===== src/sgc_pkg.sv =====
// types, codes and helper functions shared by the swing gate controller modules
package sgc_pkg;

    localparam logic [2:0] OP_TICK   = 3'd0;
    localparam logic [2:0] OP_START  = 3'd1;
    localparam logic [2:0] OP_TOGGLE = 3'd2;
    localparam logic [2:0] OP_OPEN   = 3'd3;
    localparam logic [2:0] OP_CLOSE  = 3'd4;
    localparam logic [2:0] OP_STOP   = 3'd5;

    localparam logic [2:0] ST_UNKNOWN = 3'd0;
    localparam logic [2:0] ST_CLOSED  = 3'd1;
    localparam logic [2:0] ST_OPENING = 3'd2;
    localparam logic [2:0] ST_OPEN    = 3'd3;
    localparam logic [2:0] ST_CLOSING = 3'd4;

    localparam logic [1:0] RL_NONE  = 2'd0;
    localparam logic [1:0] RL_OPEN  = 2'd1;
    localparam logic [1:0] RL_CLOSE = 2'd2;
    localparam logic [1:0] RL_STOP  = 2'd3;

    localparam logic [2:0] CFG_DEBOUNCE     = 3'd0;
    localparam logic [2:0] CFG_RELAY_PULSE  = 3'd1;
    localparam logic [2:0] CFG_OPEN_TRAVEL  = 3'd2;
    localparam logic [2:0] CFG_CLOSE_TRAVEL = 3'd3;
    localparam logic [2:0] CFG_BOOT_SETTLE  = 3'd4;
    localparam logic [2:0] CFG_BLINK_GAP    = 3'd5;
    localparam logic [2:0] CFG_NOTIFY_GAP   = 3'd6;
    localparam logic [2:0] CFG_NOTIFY_EN    = 3'd7;

    localparam logic [15:0] RST_DEBOUNCE     = 16'd50;
    localparam logic [15:0] RST_RELAY_PULSE  = 16'd500;
    localparam logic [15:0] RST_OPEN_TRAVEL  = 16'd20000;
    localparam logic [15:0] RST_CLOSE_TRAVEL = 16'd30000;
    localparam logic [15:0] RST_BOOT_SETTLE  = 16'd20000;
    localparam logic [15:0] RST_BLINK_GAP    = 16'd1500;
    localparam logic [15:0] RST_NOTIFY_GAP   = 16'd500;

    typedef struct packed {
        logic [2:0] op;
        logic       lock_pin;
        logic       lights_pin;
        logic       photo_eye_pin;
        logic       ext_relay_pin;
    } t_in;

    typedef struct packed {
        logic [2:0] gate_state;
        logic [1:0] relay_drive;
        logic       in_motion;
        logic       lock_level;
        logic       lights_level;
        logic       photo_eye_level;
        logic       ext_relay_level;
        logic       notify;
        logic       command_taken;
    } t_out;

    typedef struct packed {
        logic [15:0] debounce_ms;
        logic [15:0] relay_pulse_ms;
        logic [15:0] open_travel_ms;
        logic [15:0] close_travel_ms;
        logic [15:0] boot_settle_ms;
        logic [15:0] blink_gap_ms;
        logic [15:0] notify_gap_ms;
        logic        notify_enable;
    } t_cfg;

    // valid gate state transitions
    function automatic logic f_allowed(input logic [2:0] from, input logic [2:0] to);
        logic ok;
        case (from)
            ST_UNKNOWN: ok = (to == ST_CLOSED) || (to == ST_OPEN) ||
                             (to == ST_OPENING) || (to == ST_CLOSING);
            ST_CLOSED:  ok = (to == ST_OPENING) || (to == ST_UNKNOWN);
            ST_OPENING: ok = (to == ST_OPEN) || (to == ST_CLOSED) || (to == ST_UNKNOWN);
            ST_OPEN:    ok = (to == ST_CLOSING) || (to == ST_CLOSED) || (to == ST_UNKNOWN);
            ST_CLOSING: ok = (to == ST_CLOSED) || (to == ST_OPEN) || (to == ST_UNKNOWN);
            default:    ok = 1'b0;
        endcase
        return ok;
    endfunction

    // a state change takes effect only when it differs and is allowed
    function automatic logic f_go(input logic [2:0] from, input logic [2:0] to);
        return (from != to) && f_allowed(from, to);
    endfunction

endpackage


===== src/sgc_cfg_regs.sv =====
// configuration register file of the swing gate controller
module sgc_cfg_regs (
    input  logic          i_clk,
    input  logic          i_rst_n,
    input  logic          i_wr,
    input  logic [2:0]    i_index,
    input  logic [15:0]   i_data,
    output sgc_pkg::t_cfg o_cfg
);
    import sgc_pkg::*;

    t_cfg r_cfg;

    always_ff @(posedge i_clk) begin
        if (!i_rst_n) begin
            r_cfg.debounce_ms     <= RST_DEBOUNCE;
            r_cfg.relay_pulse_ms  <= RST_RELAY_PULSE;
            r_cfg.open_travel_ms  <= RST_OPEN_TRAVEL;
            r_cfg.close_travel_ms <= RST_CLOSE_TRAVEL;
            r_cfg.boot_settle_ms  <= RST_BOOT_SETTLE;
            r_cfg.blink_gap_ms    <= RST_BLINK_GAP;
            r_cfg.notify_gap_ms   <= RST_NOTIFY_GAP;
            r_cfg.notify_enable   <= 1'b0;
        end else if (i_wr) begin
            case (i_index)
                CFG_DEBOUNCE:     r_cfg.debounce_ms     <= i_data;
                CFG_RELAY_PULSE:  r_cfg.relay_pulse_ms  <= i_data;
                CFG_OPEN_TRAVEL:  r_cfg.open_travel_ms  <= i_data;
                CFG_CLOSE_TRAVEL: r_cfg.close_travel_ms <= i_data;
                CFG_BOOT_SETTLE:  r_cfg.boot_settle_ms  <= i_data;
                CFG_BLINK_GAP:    r_cfg.blink_gap_ms    <= i_data;
                CFG_NOTIFY_GAP:   r_cfg.notify_gap_ms   <= i_data;
                CFG_NOTIFY_EN:    r_cfg.notify_enable   <= i_data[0];
                default: ;
            endcase
        end
    end

    assign o_cfg = r_cfg;

endmodule


===== src/sgc_core.sv =====
// controller state registers and the per-request update logic
module sgc_core (
    input  logic          i_clk,
    input  logic          i_rst_n,
    input  logic          i_step,
    input  sgc_pkg::t_in  i_item,
    input  sgc_pkg::t_cfg i_cfg,
    output sgc_pkg::t_out o_res
);
    import sgc_pkg::*;

    logic [31:0] r_now, n_now;
    logic        r_started, n_started;
    logic [2:0]  r_state, n_state;
    logic [3:0]  r_lvl, n_lvl;
    logic [31:0] r_sct [4];
    logic [31:0] n_sct [4];
    logic [31:0] r_stc, n_stc;
    logic        r_relay_on, n_relay_on;
    logic [1:0]  r_relay_which, n_relay_which;
    logic [31:0] r_rst, n_rst;
    logic        r_motion, n_motion;
    logic [31:0] r_lht, n_lht;
    logic [31:0] r_nt, n_nt;

    logic [3:0]  lv;
    logic        changed;
    logic        note;
    logic        taken;
    logic        do_fire;
    logic        has_tgt;
    logic [1:0]  fire_which;
    logic [2:0]  tgt;
    logic        ext;

    assign lv = ~{i_item.ext_relay_pin, i_item.photo_eye_pin, i_item.lights_pin,
                  i_item.lock_pin};

    always_comb begin
        n_now         = r_now;
        n_started     = r_started;
        n_state       = r_state;
        n_lvl         = r_lvl;
        n_sct         = r_sct;
        n_stc         = r_stc;
        n_relay_on    = r_relay_on;
        n_relay_which = r_relay_which;
        n_rst         = r_rst;
        n_motion      = r_motion;
        n_lht         = r_lht;
        n_nt          = r_nt;
        changed       = 1'b0;
        note          = 1'b0;
        taken         = 1'b0;
        do_fire       = 1'b0;
        has_tgt       = 1'b0;
        fire_which    = RL_NONE;
        tgt           = ST_UNKNOWN;
        ext           = 1'b0;

        case (i_item.op)
            OP_TICK: begin
                n_now = r_now + 32'd1;
                if (r_started) begin
                    // debounce with lockout after each change
                    for (int i = 0; i < 4; i++) begin
                        if (((n_now - r_sct[i]) >= {16'd0, i_cfg.debounce_ms}) &&
                            (lv[i] != r_lvl[i])) begin
                            n_lvl[i] = lv[i];
                            n_sct[i] = n_now;
                            changed  = 1'b1;
                        end
                    end
                    // motion follows the blinking light
                    if (n_lvl[1]) begin
                        n_lht    = n_now;
                        n_motion = 1'b1;
                    end else if (r_motion &&
                                 ((n_now - r_lht) >= {16'd0, i_cfg.blink_gap_ms})) begin
                        n_motion = 1'b0;
                    end
                    // relay auto release
                    if (r_relay_on && ((n_now - r_rst) >= {16'd0, i_cfg.relay_pulse_ms})) begin
                        n_relay_on    = 1'b0;
                        n_relay_which = RL_NONE;
                        n_rst         = 32'd0;
                    end
                    // gate machine
                    ext = n_lvl[3];
                    has_tgt = 1'b1;
                    case (r_state)
                        ST_UNKNOWN: begin
                            if (!ext) begin
                                tgt = ST_CLOSED;
                            end else if ((n_now - r_stc) >= {16'd0, i_cfg.boot_settle_ms}) begin
                                tgt = ST_OPEN;
                            end else begin
                                has_tgt = 1'b0;
                            end
                        end
                        ST_CLOSED: begin
                            if (ext) begin
                                tgt = ST_OPENING;
                            end else begin
                                has_tgt = 1'b0;
                            end
                        end
                        ST_OPENING: begin
                            if (!ext) begin
                                tgt = ST_CLOSED;
                            end else if ((n_now - r_stc) >= {16'd0, i_cfg.open_travel_ms}) begin
                                tgt = ST_OPEN;
                            end else begin
                                has_tgt = 1'b0;
                            end
                        end
                        ST_OPEN: begin
                            if (!ext) begin
                                tgt = ST_CLOSED;
                            end else begin
                                has_tgt = 1'b0;
                            end
                        end
                        ST_CLOSING: begin
                            if (!ext) begin
                                tgt = ST_CLOSED;
                            end else if ((n_now - r_stc) >= {16'd0, i_cfg.close_travel_ms}) begin
                                tgt = ST_OPEN;
                            end else begin
                                has_tgt = 1'b0;
                            end
                        end
                        default: has_tgt = 1'b0;
                    endcase
                    if (has_tgt && f_go(r_state, tgt)) begin
                        n_state = tgt;
                        n_stc   = n_now;
                    end
                    // rate-limited change pulse
                    if (changed && i_cfg.notify_enable &&
                        ((n_now - r_nt) >= {16'd0, i_cfg.notify_gap_ms})) begin
                        n_nt = n_now;
                        note = 1'b1;
                    end
                end
            end
            OP_START: begin
                n_lvl     = lv;
                for (int i = 0; i < 4; i++) begin
                    n_sct[i] = r_now;
                end
                n_started = 1'b1;
                n_stc     = r_now;
                tgt       = lv[0] ? ST_CLOSED : ST_UNKNOWN;
                if (f_go(r_state, tgt)) begin
                    n_state = tgt;
                end
            end
            OP_TOGGLE: begin
                if (r_started && !r_relay_on &&
                    (r_state != ST_OPENING) && (r_state != ST_CLOSING)) begin
                    case (r_state)
                        ST_CLOSED: begin
                            do_fire = 1'b1;
                            has_tgt = 1'b1;
                        end
                        ST_OPEN: begin
                            do_fire = 1'b1;
                            has_tgt = 1'b1;
                        end
                        ST_UNKNOWN: begin
                            // settle to a known end first, then move away from it
                            tgt = r_lvl[0] ? ST_CLOSED : ST_OPEN;
                            if (f_go(r_state, tgt)) begin
                                n_state = tgt;
                                n_stc   = r_now;
                            end
                            do_fire = 1'b1;
                            has_tgt = 1'b1;
                        end
                        default: ;
                    endcase
                    if (n_state == ST_CLOSED) begin
                        fire_which = RL_OPEN;
                        tgt        = ST_OPENING;
                    end else begin
                        fire_which = RL_CLOSE;
                        tgt        = ST_CLOSING;
                    end
                end
            end
            OP_OPEN: begin
                do_fire    = r_started;
                has_tgt    = 1'b1;
                fire_which = RL_OPEN;
                tgt        = ST_OPENING;
            end
            OP_CLOSE: begin
                do_fire    = r_started;
                has_tgt    = 1'b1;
                fire_which = RL_CLOSE;
                tgt        = ST_CLOSING;
            end
            OP_STOP: begin
                do_fire    = r_started;
                fire_which = RL_STOP;
            end
            default: ;
        endcase

        // relay fire for command requests
        if (do_fire && !r_relay_on) begin
            n_relay_on    = 1'b1;
            n_relay_which = fire_which;
            n_rst         = r_now;
            taken         = 1'b1;
            if (has_tgt && f_go(n_state, tgt)) begin
                n_state = tgt;
                n_stc   = r_now;
            end
        end
    end

    always_ff @(posedge i_clk) begin
        if (!i_rst_n) begin
            r_now         <= 32'd0;
            r_started     <= 1'b0;
            r_state       <= ST_UNKNOWN;
            r_lvl         <= 4'd0;
            r_sct         <= '{default: 32'd0};
            r_stc         <= 32'd0;
            r_relay_on    <= 1'b0;
            r_relay_which <= RL_NONE;
            r_rst         <= 32'd0;
            r_motion      <= 1'b0;
            r_lht         <= 32'd0;
            r_nt          <= 32'd0;
        end else if (i_step) begin
            r_now         <= n_now;
            r_started     <= n_started;
            r_state       <= n_state;
            r_lvl         <= n_lvl;
            r_sct         <= n_sct;
            r_stc         <= n_stc;
            r_relay_on    <= n_relay_on;
            r_relay_which <= n_relay_which;
            r_rst         <= n_rst;
            r_motion      <= n_motion;
            r_lht         <= n_lht;
            r_nt          <= n_nt;
        end
    end

    always_comb begin
        o_res.gate_state      = n_state;
        o_res.relay_drive     = n_relay_on ? n_relay_which : RL_NONE;
        o_res.in_motion       = n_motion;
        o_res.lock_level      = n_lvl[0];
        o_res.lights_level    = n_lvl[1];
        o_res.photo_eye_level = n_lvl[2];
        o_res.ext_relay_level = n_lvl[3];
        o_res.notify          = note;
        o_res.command_taken   = taken;
    end

endmodule


===== src/swing_gate_controller_top.sv =====
// swing gate controller top level: request and result registers around the core
// Takes one request (millisecond tick or gate command) per clock while the result
// is not stalled and returns one result per request. The rate is set by the update
// of the controller state registers between the request register and the result
// register; a stalled result holds the pipeline, and the request register keeps
// accepting while the result register is free. Configuration writes are always
// ready and are meant for idle periods.
module swing_gate_controller_top (
    input  logic          i_clk,
    input  logic          i_rst_n,
    input  logic          i_in_valid,
    output logic          o_in_ready,
    input  sgc_pkg::t_in  i_in,
    output logic          o_out_valid,
    input  logic          i_out_ready,
    output sgc_pkg::t_out o_out,
    input  logic          i_cfg_valid,
    output logic          o_cfg_ready,
    input  logic [2:0]    i_cfg_index,
    input  logic [15:0]   i_cfg_data
);
    import sgc_pkg::*;

    t_in   r_in;
    logic  r_in_valid;
    t_out  r_out;
    logic  r_out_valid;
    t_cfg  cfg;
    t_out  res;
    logic  advance;
    logic  step;

    assign advance     = !r_out_valid || i_out_ready;
    assign step        = r_in_valid && advance;
    assign o_in_ready  = !r_in_valid || advance;
    assign o_cfg_ready = 1'b1;

    sgc_cfg_regs u_cfg (
        .i_clk   (i_clk),
        .i_rst_n (i_rst_n),
        .i_wr    (i_cfg_valid),
        .i_index (i_cfg_index),
        .i_data  (i_cfg_data),
        .o_cfg   (cfg)
    );

    sgc_core u_core (
        .i_clk   (i_clk),
        .i_rst_n (i_rst_n),
        .i_step  (step),
        .i_item  (r_in),
        .i_cfg   (cfg),
        .o_res   (res)
    );

    always_ff @(posedge i_clk) begin
        if (!i_rst_n) begin
            r_in_valid  <= 1'b0;
            r_out_valid <= 1'b0;
        end else begin
            if (o_in_ready) begin
                r_in_valid <= i_in_valid;
            end
            if (advance) begin
                r_out_valid <= r_in_valid;
            end
        end
    end

    always_ff @(posedge i_clk) begin
        if (o_in_ready && i_in_valid) begin
            r_in <= i_in;
        end
        if (step) begin
            r_out <= res;
        end
    end

    assign o_out_valid = r_out_valid;
    assign o_out       = r_out;

endmodule


===== config.mk =====
export PLATFORM = sky130hd
export DESIGN_NAME = swing_gate_controller_top
export DESIGN_NICKNAME = d
export VERILOG_FILES = /design/src/sgc_pkg.sv /design/src/sgc_cfg_regs.sv /design/src/sgc_core.sv /design/src/swing_gate_controller_top.sv
export SDC_FILE = /design/constraint.sdc
export NUM_CORES = 2
export LEC_CHECK = 0
export BUFFER_PORTS_ARGS = -buffer_cell sky130_fd_sc_hd__buf_2
export CORE_MARGIN = 5
export CORE_UTILIZATION = 35
export CTS_BUF_LIST = sky130_fd_sc_hd__clkbuf_16
export DETAILED_ROUTE_END_ITERATION = 10
export PLACE_DENSITY = 0.59
export SYNTH_ARGS = -nofsm -noshare
export SYNTH_HDL_FRONTEND = slang
export SYNTH_HIERARCHICAL = 1
export SYNTH_SLANG_ARGS = --single-unit
export TNS_END_PERCENT = 20

===== constraint.sdc =====
create_clock -name i_clk -period 23.9 [get_ports i_clk]
set_input_delay 2.39 -clock i_clk [delete_from_list [all_inputs] [get_ports i_clk]]
set_output_delay 2.39 -clock i_clk [all_outputs]
set_load 0.05 [all_outputs]

# Yosys cells after proc, flatten, opt, wreduce, memory -nomap -nowiden
# Index checks and enable logic that the tools add are counted.
dict set report totals {
  mem_count 0
  latchBits 0
  mem_bits_rw 0
  output_inout_bits 15
  in_bits 31
  romBits 0
  register_bits 434
}
dict set report op_classes {
  bitwise_logic 1
  muxes 105
  eq_ne 52
  n_addsub 9
  reduce_logical 83
  shifts 0
  order_cmp 10
  div 0
  mul 0
}
# cell n
set op_table {}
lappend op_table {{$mux 32} 15}
lappend op_table {{$ge 32x16->1} 10}
lappend op_table {{$pmux 128 s2} 1}
lappend op_table {{$sub 32x32->32} 8}
lappend op_table {{$mux 128} 1}
lappend op_table {{$pmux 32 s3} 1}
lappend op_table {{$mux 3} 18}
lappend op_table {{$eq 3x2->1 const B} 16}
lappend op_table {{$mux 1} 46}
lappend op_table {{$eq 3x3->1 const B} 12}
lappend op_table {{$add 32x1->32 const B} 1}
lappend op_table {{$pmux 3 s5} 2}
lappend op_table {{$reduce_and 4->1} 7}
lappend op_table {{$eq 3x1->1 const B} 9}
lappend op_table {{$logic_or 1x1->1} 26}
lappend op_table {{$mux 2} 11}
lappend op_table {{$reduce_and 2->1} 11}
lappend op_table {{$logic_not 3->1} 7}
lappend op_table {{$logic_and 1x1->1} 20}
lappend op_table {{$ne 3x3->1} 4}
lappend op_table {{$pmux 1 s4} 3}
lappend op_table {{$ne 2x1->1 const B} 5}
lappend op_table {{$pmux 3 s3} 1}
lappend op_table {{$pmux 2 s4} 1}
lappend op_table {{13 further kinds} 24}

# Depth between registers and ports, before layout
dict set report depth {
  depth_word 31
  mapped_depth 34
}

# Modules after synthesis
# The synthesis kept the hierarchy.
# module n_inst area_per_inst_um2 cells_per_inst
set modules_own_cells {}
lappend modules_own_cells {sgc_core 1 31576.5 4280}
lappend modules_own_cells {sgc_cfg_regs 1 4331.7 412}
lappend modules_own_cells {swing_gate_controller_top 1 685.7 30}

# Worst setup path before layout
# OpenSTA, ideal clock, no wires.
dict set report synth_path {
  path_type {register -> register}
  from {reg u_core.r_now[0]}
  to {reg u_core.r_state[1]}
  setup_time_ns 0.117
  path_buffers 2
  t_required_ns 23.783
  period_less_slack_ns 8.000
  stages_incl_launch_ff 33
  arrival_time_ns 7.883
  setup_slack_ns 15.900
  path_cell_list {dfxtp_1 -> ha_1 -> nand3_1 -> nor2_1 -> nand2_1 -> nor2_1 -> and3_1 -> clkbuf_1 -> nand2_1 -> nor2_1 -> nand3_1 -> nor2_1 -> nand3_1 -> xnor2_1 -> ha_1 -> clkbuf_1 -> a21oi_1 -> o21ai_0 -> mux2i_1 -> o2111ai_1 -> a2111oi_0 -> o211ai_1 -> a2111oi_0 -> o2111ai_1 -> nor3_4 -> mux2i_1 -> nand3_1 -> a31oi_2 -> nand2b_1 -> a311o_1 -> a221oi_4 -> mux2_2 -> a22o_1}
}
# item line_no
set synth_rtl {}
lappend synth_rtl {{start: declaration} sgc_core.sv:12} ;# logic [31:0] r_now, n_now;
lappend synth_rtl {{start signal: assignment} sgc_core.sv:239} ;# r_now <= n_now;
lappend synth_rtl {{end signal: assignment} sgc_core.sv:241} ;# r_state <= n_state;
lappend synth_rtl {{end: declaration} sgc_core.sv:14} ;# logic [2:0] r_state, n_state;

# Worst setup path in the final report
dict set report layout_path {
  from {reg u_core.r_now[0]}
  to {reg u_core.r_stc[6]}
}
dict set report layout_via {
  elab_chain_cells 31
  elab_cells_between_ends 86
  cone_classes {add/sub: 3; order compare: 4; eq/ne: 14; mux: 42; reduce/logical: 23}
}
# item line_no
set layout_lines {}
lappend layout_lines {{$add 32x1->32 *} sgc_core.sv:63} ;# n_now = r_now + 32'd1;
lappend layout_lines {{$sub 32x32->32} sgc_core.sv:67} ;# if (((n_now - r_sct[i]) >= {16'd0, i_cfg.debounce_ms}) &&
lappend layout_lines {{$ge 32x16->1} sgc_core.sv:67}
lappend layout_lines {{$logic_and 1x1->1} sgc_core.sv:67}
lappend layout_lines {{$mux 1} sgc_core.sv:67}
lappend layout_lines {{$mux 1} sgc_core.sv:64} ;# if (r_started) begin
lappend layout_lines {{$mux 1} sgc_core.sv:61} ;# case (i_item.op)
lappend layout_lines {{$mux 3 (tied with other cells)} sgc_core.sv:125} ;# if (!ext) begin
lappend layout_lines {{[15 not listed]} n/a}
lappend layout_lines {{$eq 3x2->1 or $eq 3x3->1 (tied branches)} sgc_pkg.sv:73} ;# case (from)
lappend layout_lines {{$reduce_or 2->1 (no line)} n/a}
lappend layout_lines {{$pmux 1 s4} sgc_pkg.sv:73}
lappend layout_lines {{$mux 1} sgc_core.sv:212} ;# if (do_fire && !r_relay_on) begin
lappend layout_lines {{$logic_and 1x1->1} sgc_pkg.sv:87} ;# return (from != to) && f_allowed(from, to);
lappend layout_lines {{$logic_and 1x1->1} sgc_core.sv:217} ;# if (has_tgt && f_go(n_state, tgt)) begin
lappend layout_lines {{$mux 32} sgc_core.sv:217}
lappend layout_lines {{$mux 32 *} sgc_core.sv:212}
lappend layout_lines {{end signal: assignment} sgc_core.sv:244} ;# r_stc <= n_stc;
lappend layout_lines {{end: declaration} sgc_core.sv:18} ;# logic [31:0] r_stc, n_stc;
# Mark *: on every way between the ends. The rest lies on a longest branch, timed or not. The select of a mux whose other input is x is not followed.
# A chain may end at the register's enable or synchronous reset.

==> impl_metrics.tcl <==
set metrics [dict create \
    cts_setup_buffers 0 \
    antenna_found_initial 1 \
    avgSynthCellArea_sq_um 7.750 \
    ys_ff_latch 434 \
    power_switching_uw 526.9 \
    grt_pass1_vias 31968 \
    io_pins 46 \
    min_period_over_period_pct 43.11 \
    reg2reg_slack_ps 13600 \
    timing.final.max_slew_violations 0 \
    overflow 0 \
    cts_sinks 434 \
    drc 0 \
    max-vdd-ir-drop_mv 0.05441 \
    slowest_stage "dfxtp_1" \
    area_growth_pct 9.201 \
    syn_nets 5171 \
    syn_inst 4722 \
    slew-limit-headroom_pct 13.61 \
    drv_cap 0 \
    setup-violations-final 0 \
    synth_edf_count 19 \
    dpl.cell_count 5987 \
    start_util_pct 35.31 \
    dr.pass1.iters 6 \
    yosysSeqAreaShare_pct 24.26 \
    p_sw_share_pct 28.78 \
    cp-end-kind "flop" \
    cts_buffers 55 \
    fin_cells 6083 \
    status "completed" \
    fp.coreArea_sq_mm 0.1036 \
    worst_slew_pin_slew_ps 1280 \
    fmax_ghz 0.09706 \
    clk_pin_slew_ps 60 \
    grt_max_degree 89 \
    comb_power_share_pct 13.6 \
    fin_nets 5113 \
    cts_resized 0 \
    synth_area_sq_mm 0.03659 \
    cp_data_required_time_ps 24430 \
    grt_first_pass_wirelength_um 184500 \
    drtAntennaViolNets 0 \
    hold_path.class "flop to flop" \
    async_reset_ff_share_pct 0 \
    dp_hpwl_um 90240 \
    synth_cell_types 109 \
    p_seq_share_pct 40.8 \
    setup-tns-final_ps 0 \
    min_period_ps 10300 \
    postCtsHoldBufs 0 \
    place.gp.congestion 0.8897 \
    n_antenna_cell 0 \
    routed_via_density 5.573 \
    skew_ps 36.48 \
    leakage_nw 17.61 \
    cp-start-kind "flop" \
    clkLatencyLatePin_ps 660 \
    powerDensity_mw_per_mm2 45.81 \
    routed_wl_um 120300 \
    slowest_delay_ps 770 \
    dieArea_sq_mm 0.1111 \
    grt_setup_unrepaired "false" \
    drive_gt1_share_pct 5.465 \
    critPathArrivalTime_ps 10830 \
    drt_iter0_drc 2931 \
    path_class "flop to flop" \
    ys.flop_type "dfxtp_1" \
    die_h_um 333.3 \
    clock_path_buffers 3 \
    tritoncts "built" \
    via_count 33901 \
    die_w_um 333.3 \
    io_buffers 44 \
    cp_max_fo 68 \
    n_fill_cell 10729 \
    p_int_mw 1.304 \
    cts_root_buf "clkbuf_16" \
    yosys_warnings 6 \
    finalHoldViolations 0 \
    grt_usage_pct 20.55 \
    row_count 118 \
    routedWlPerCell_um 19.77 \
    cts.htree.levels 2 \
    clockPowerShare_pct 45.6 \
]
worst paths after layout:
kind                                 from                            to  depth (start not counted)
min          u_cfg/o_cfg[77]$_SDFFE_PN0P_  u_cfg/o_cfg[77]$_SDFFE_PN0P_                          2
max          u_core/r_now[0]$_SDFFE_PN0P_  u_core/r_stc[6]$_SDFFE_PN0P_                         33
min reg2reg  u_cfg/o_cfg[77]$_SDFFE_PN0P_  u_cfg/o_cfg[77]$_SDFFE_PN0P_                          2
max reg2reg  u_core/r_now[0]$_SDFFE_PN0P_  u_core/r_stc[6]$_SDFFE_PN0P_                         33
synthesized netlist by cell type, drive strengths merged (44+ instances only):
library cell  count  area [sq um]
inv             469          1760
nor2            453          1700
dfxtp           415          8308
ha              410          5130
a21oi           385          1938
nand2           360          1351
o21ai           259          1304
mux2i           234          2342
clkbuf          172         649.4
xnor2           132          1164
nand3           131         655.6
nor2b           120         758.2
a21o            115         863.3
xor2             84         735.7
nand2b           74         462.9
nor3             66         346.6
o21a             58         435.4
buf              57         370.4
o31ai            52         395.4
nand4            49         306.5
a211oi           44         330.3
cell families (layout without fill, tap and decap cells):
family	count (synthesis)	in the layout	share of synthesized area [%]
adder cells (fa/ha/maj)	418	418	14.46
multiplexers	241	241	6.616
AO/OA/AOI/OAI	1279	1279	23.00
other	1	1	0.01025
XOR/XNOR	216	216	5.190
buffers and inverters	699	680	7.608
flip-flops	434	434	24.26
AND/OR/NAND/NOR	1434	1434	18.85
area by class of cell:
type	count	area, sq um	area share [%]
Clock inverter	40	365.4	0.9143
Multi-Input combinational cell	3589	25070	62.72
Tap cell	1380	1727	4.321
Sequential cell	434	8879	22.22
Clock buffer	56	1401	3.507
Timing Repair Buffer	114	752.0	1.882
Inverter	470	1772	4.434
placed cells by master (no fill, tap or decap), types with 13 or more instances in the layout:
master	instances
xnor2_1	131
o22ai_1	13
a2111oi_0	13
ha_1	410
nand4_1	49
dfxtp_1	415
buf_4	70
a211oi_1	44
nand2_1	360
o21ai_0	247
o21a_1	58
nor3_1	63
xor2_1	84
buf_2	43
inv_1	478
a21o_1	114
a22o_1	36
nor4_1	15
o2111ai_1	19
nand2b_1	74
nand3_1	131
nor2b_1	118
and2_1	17
o21bai_1	25
o31ai_1	51
or3_1	40
and3_1	30
a221oi_1	40
mux2i_1	234
o311ai_1	32
nor2_1	449
a31oi_1	25
a21boi_0	24
clkbuf_16	56
o211ai_1	28
a21oi_1	377
clkinv_1	13
edfxtp_1	19
registers in the layout (all words and copies together), names as in the netlist:
name,count
o_out,12
o_out_valid,1
r_in,7
r_in_valid,1
u_cfg/o_cfg,113
u_core/r_lht,32
u_core/r_lvl,4
u_core/r_motion,1
u_core/r_now,32
u_core/r_nt,32
u_core/r_relay_on,1
u_core/r_relay_which,2
u_core/r_rst,32
u_core/r_sct,128
u_core/r_started,1
u_core/r_state,3
u_core/r_stc,32
worst max-delay path: cells and delay by family (launching register included):
family	cells	cell delay [ps]
xor+xnor	1	260
mux	2	500
buf+inv	3	1210
compound gates	13	3520
fa+ha+maj	2	680
simple gates	12	3090
flops	1	770
stage by stage:
step	total power, mW	hold slack (ps)	utilization (%)	instance area (sq um)	worst slack, ps
after global placement	1.005	443.1	36.85	38190	14030
after floorplan	0.9291	434.7	-	36590	15900
after detailed placement	1.008	450.7	36.85	38190	13710
after CTS	1.848	459.1	38.56	39960	13640
final	1.831	456.3	38.56	39960	13600
after global routing	1.899	474.6	38.56	39960	12590
power groups by stage:
stage               sequential [mW]  clock [mW]  combinational, mW
detailed placement            0.762           0              0.247
global placement              0.761           0              0.244
CTS                           0.746       0.854              0.248
floorplan                     0.760           0              0.169
finish                        0.746       0.835              0.249
global route                  0.747       0.880              0.273
metal layers:
layer / part of all wire [%] / vias to the layer above / routed length, um / track usage (%)
met2: 44 / 1022 / 53070 / 33.01
met5: 0.012 / - / 15 / 0
met4: 2.7 / 2 / 3250 / 5.506
li1: - / 16613 / - / -
met3: 6.0 / 170 / 7185 / 2.358
met1: 47 / 16094 / 56740 / 29.30
Note: power is estimated with default switching activity, not from simulation.
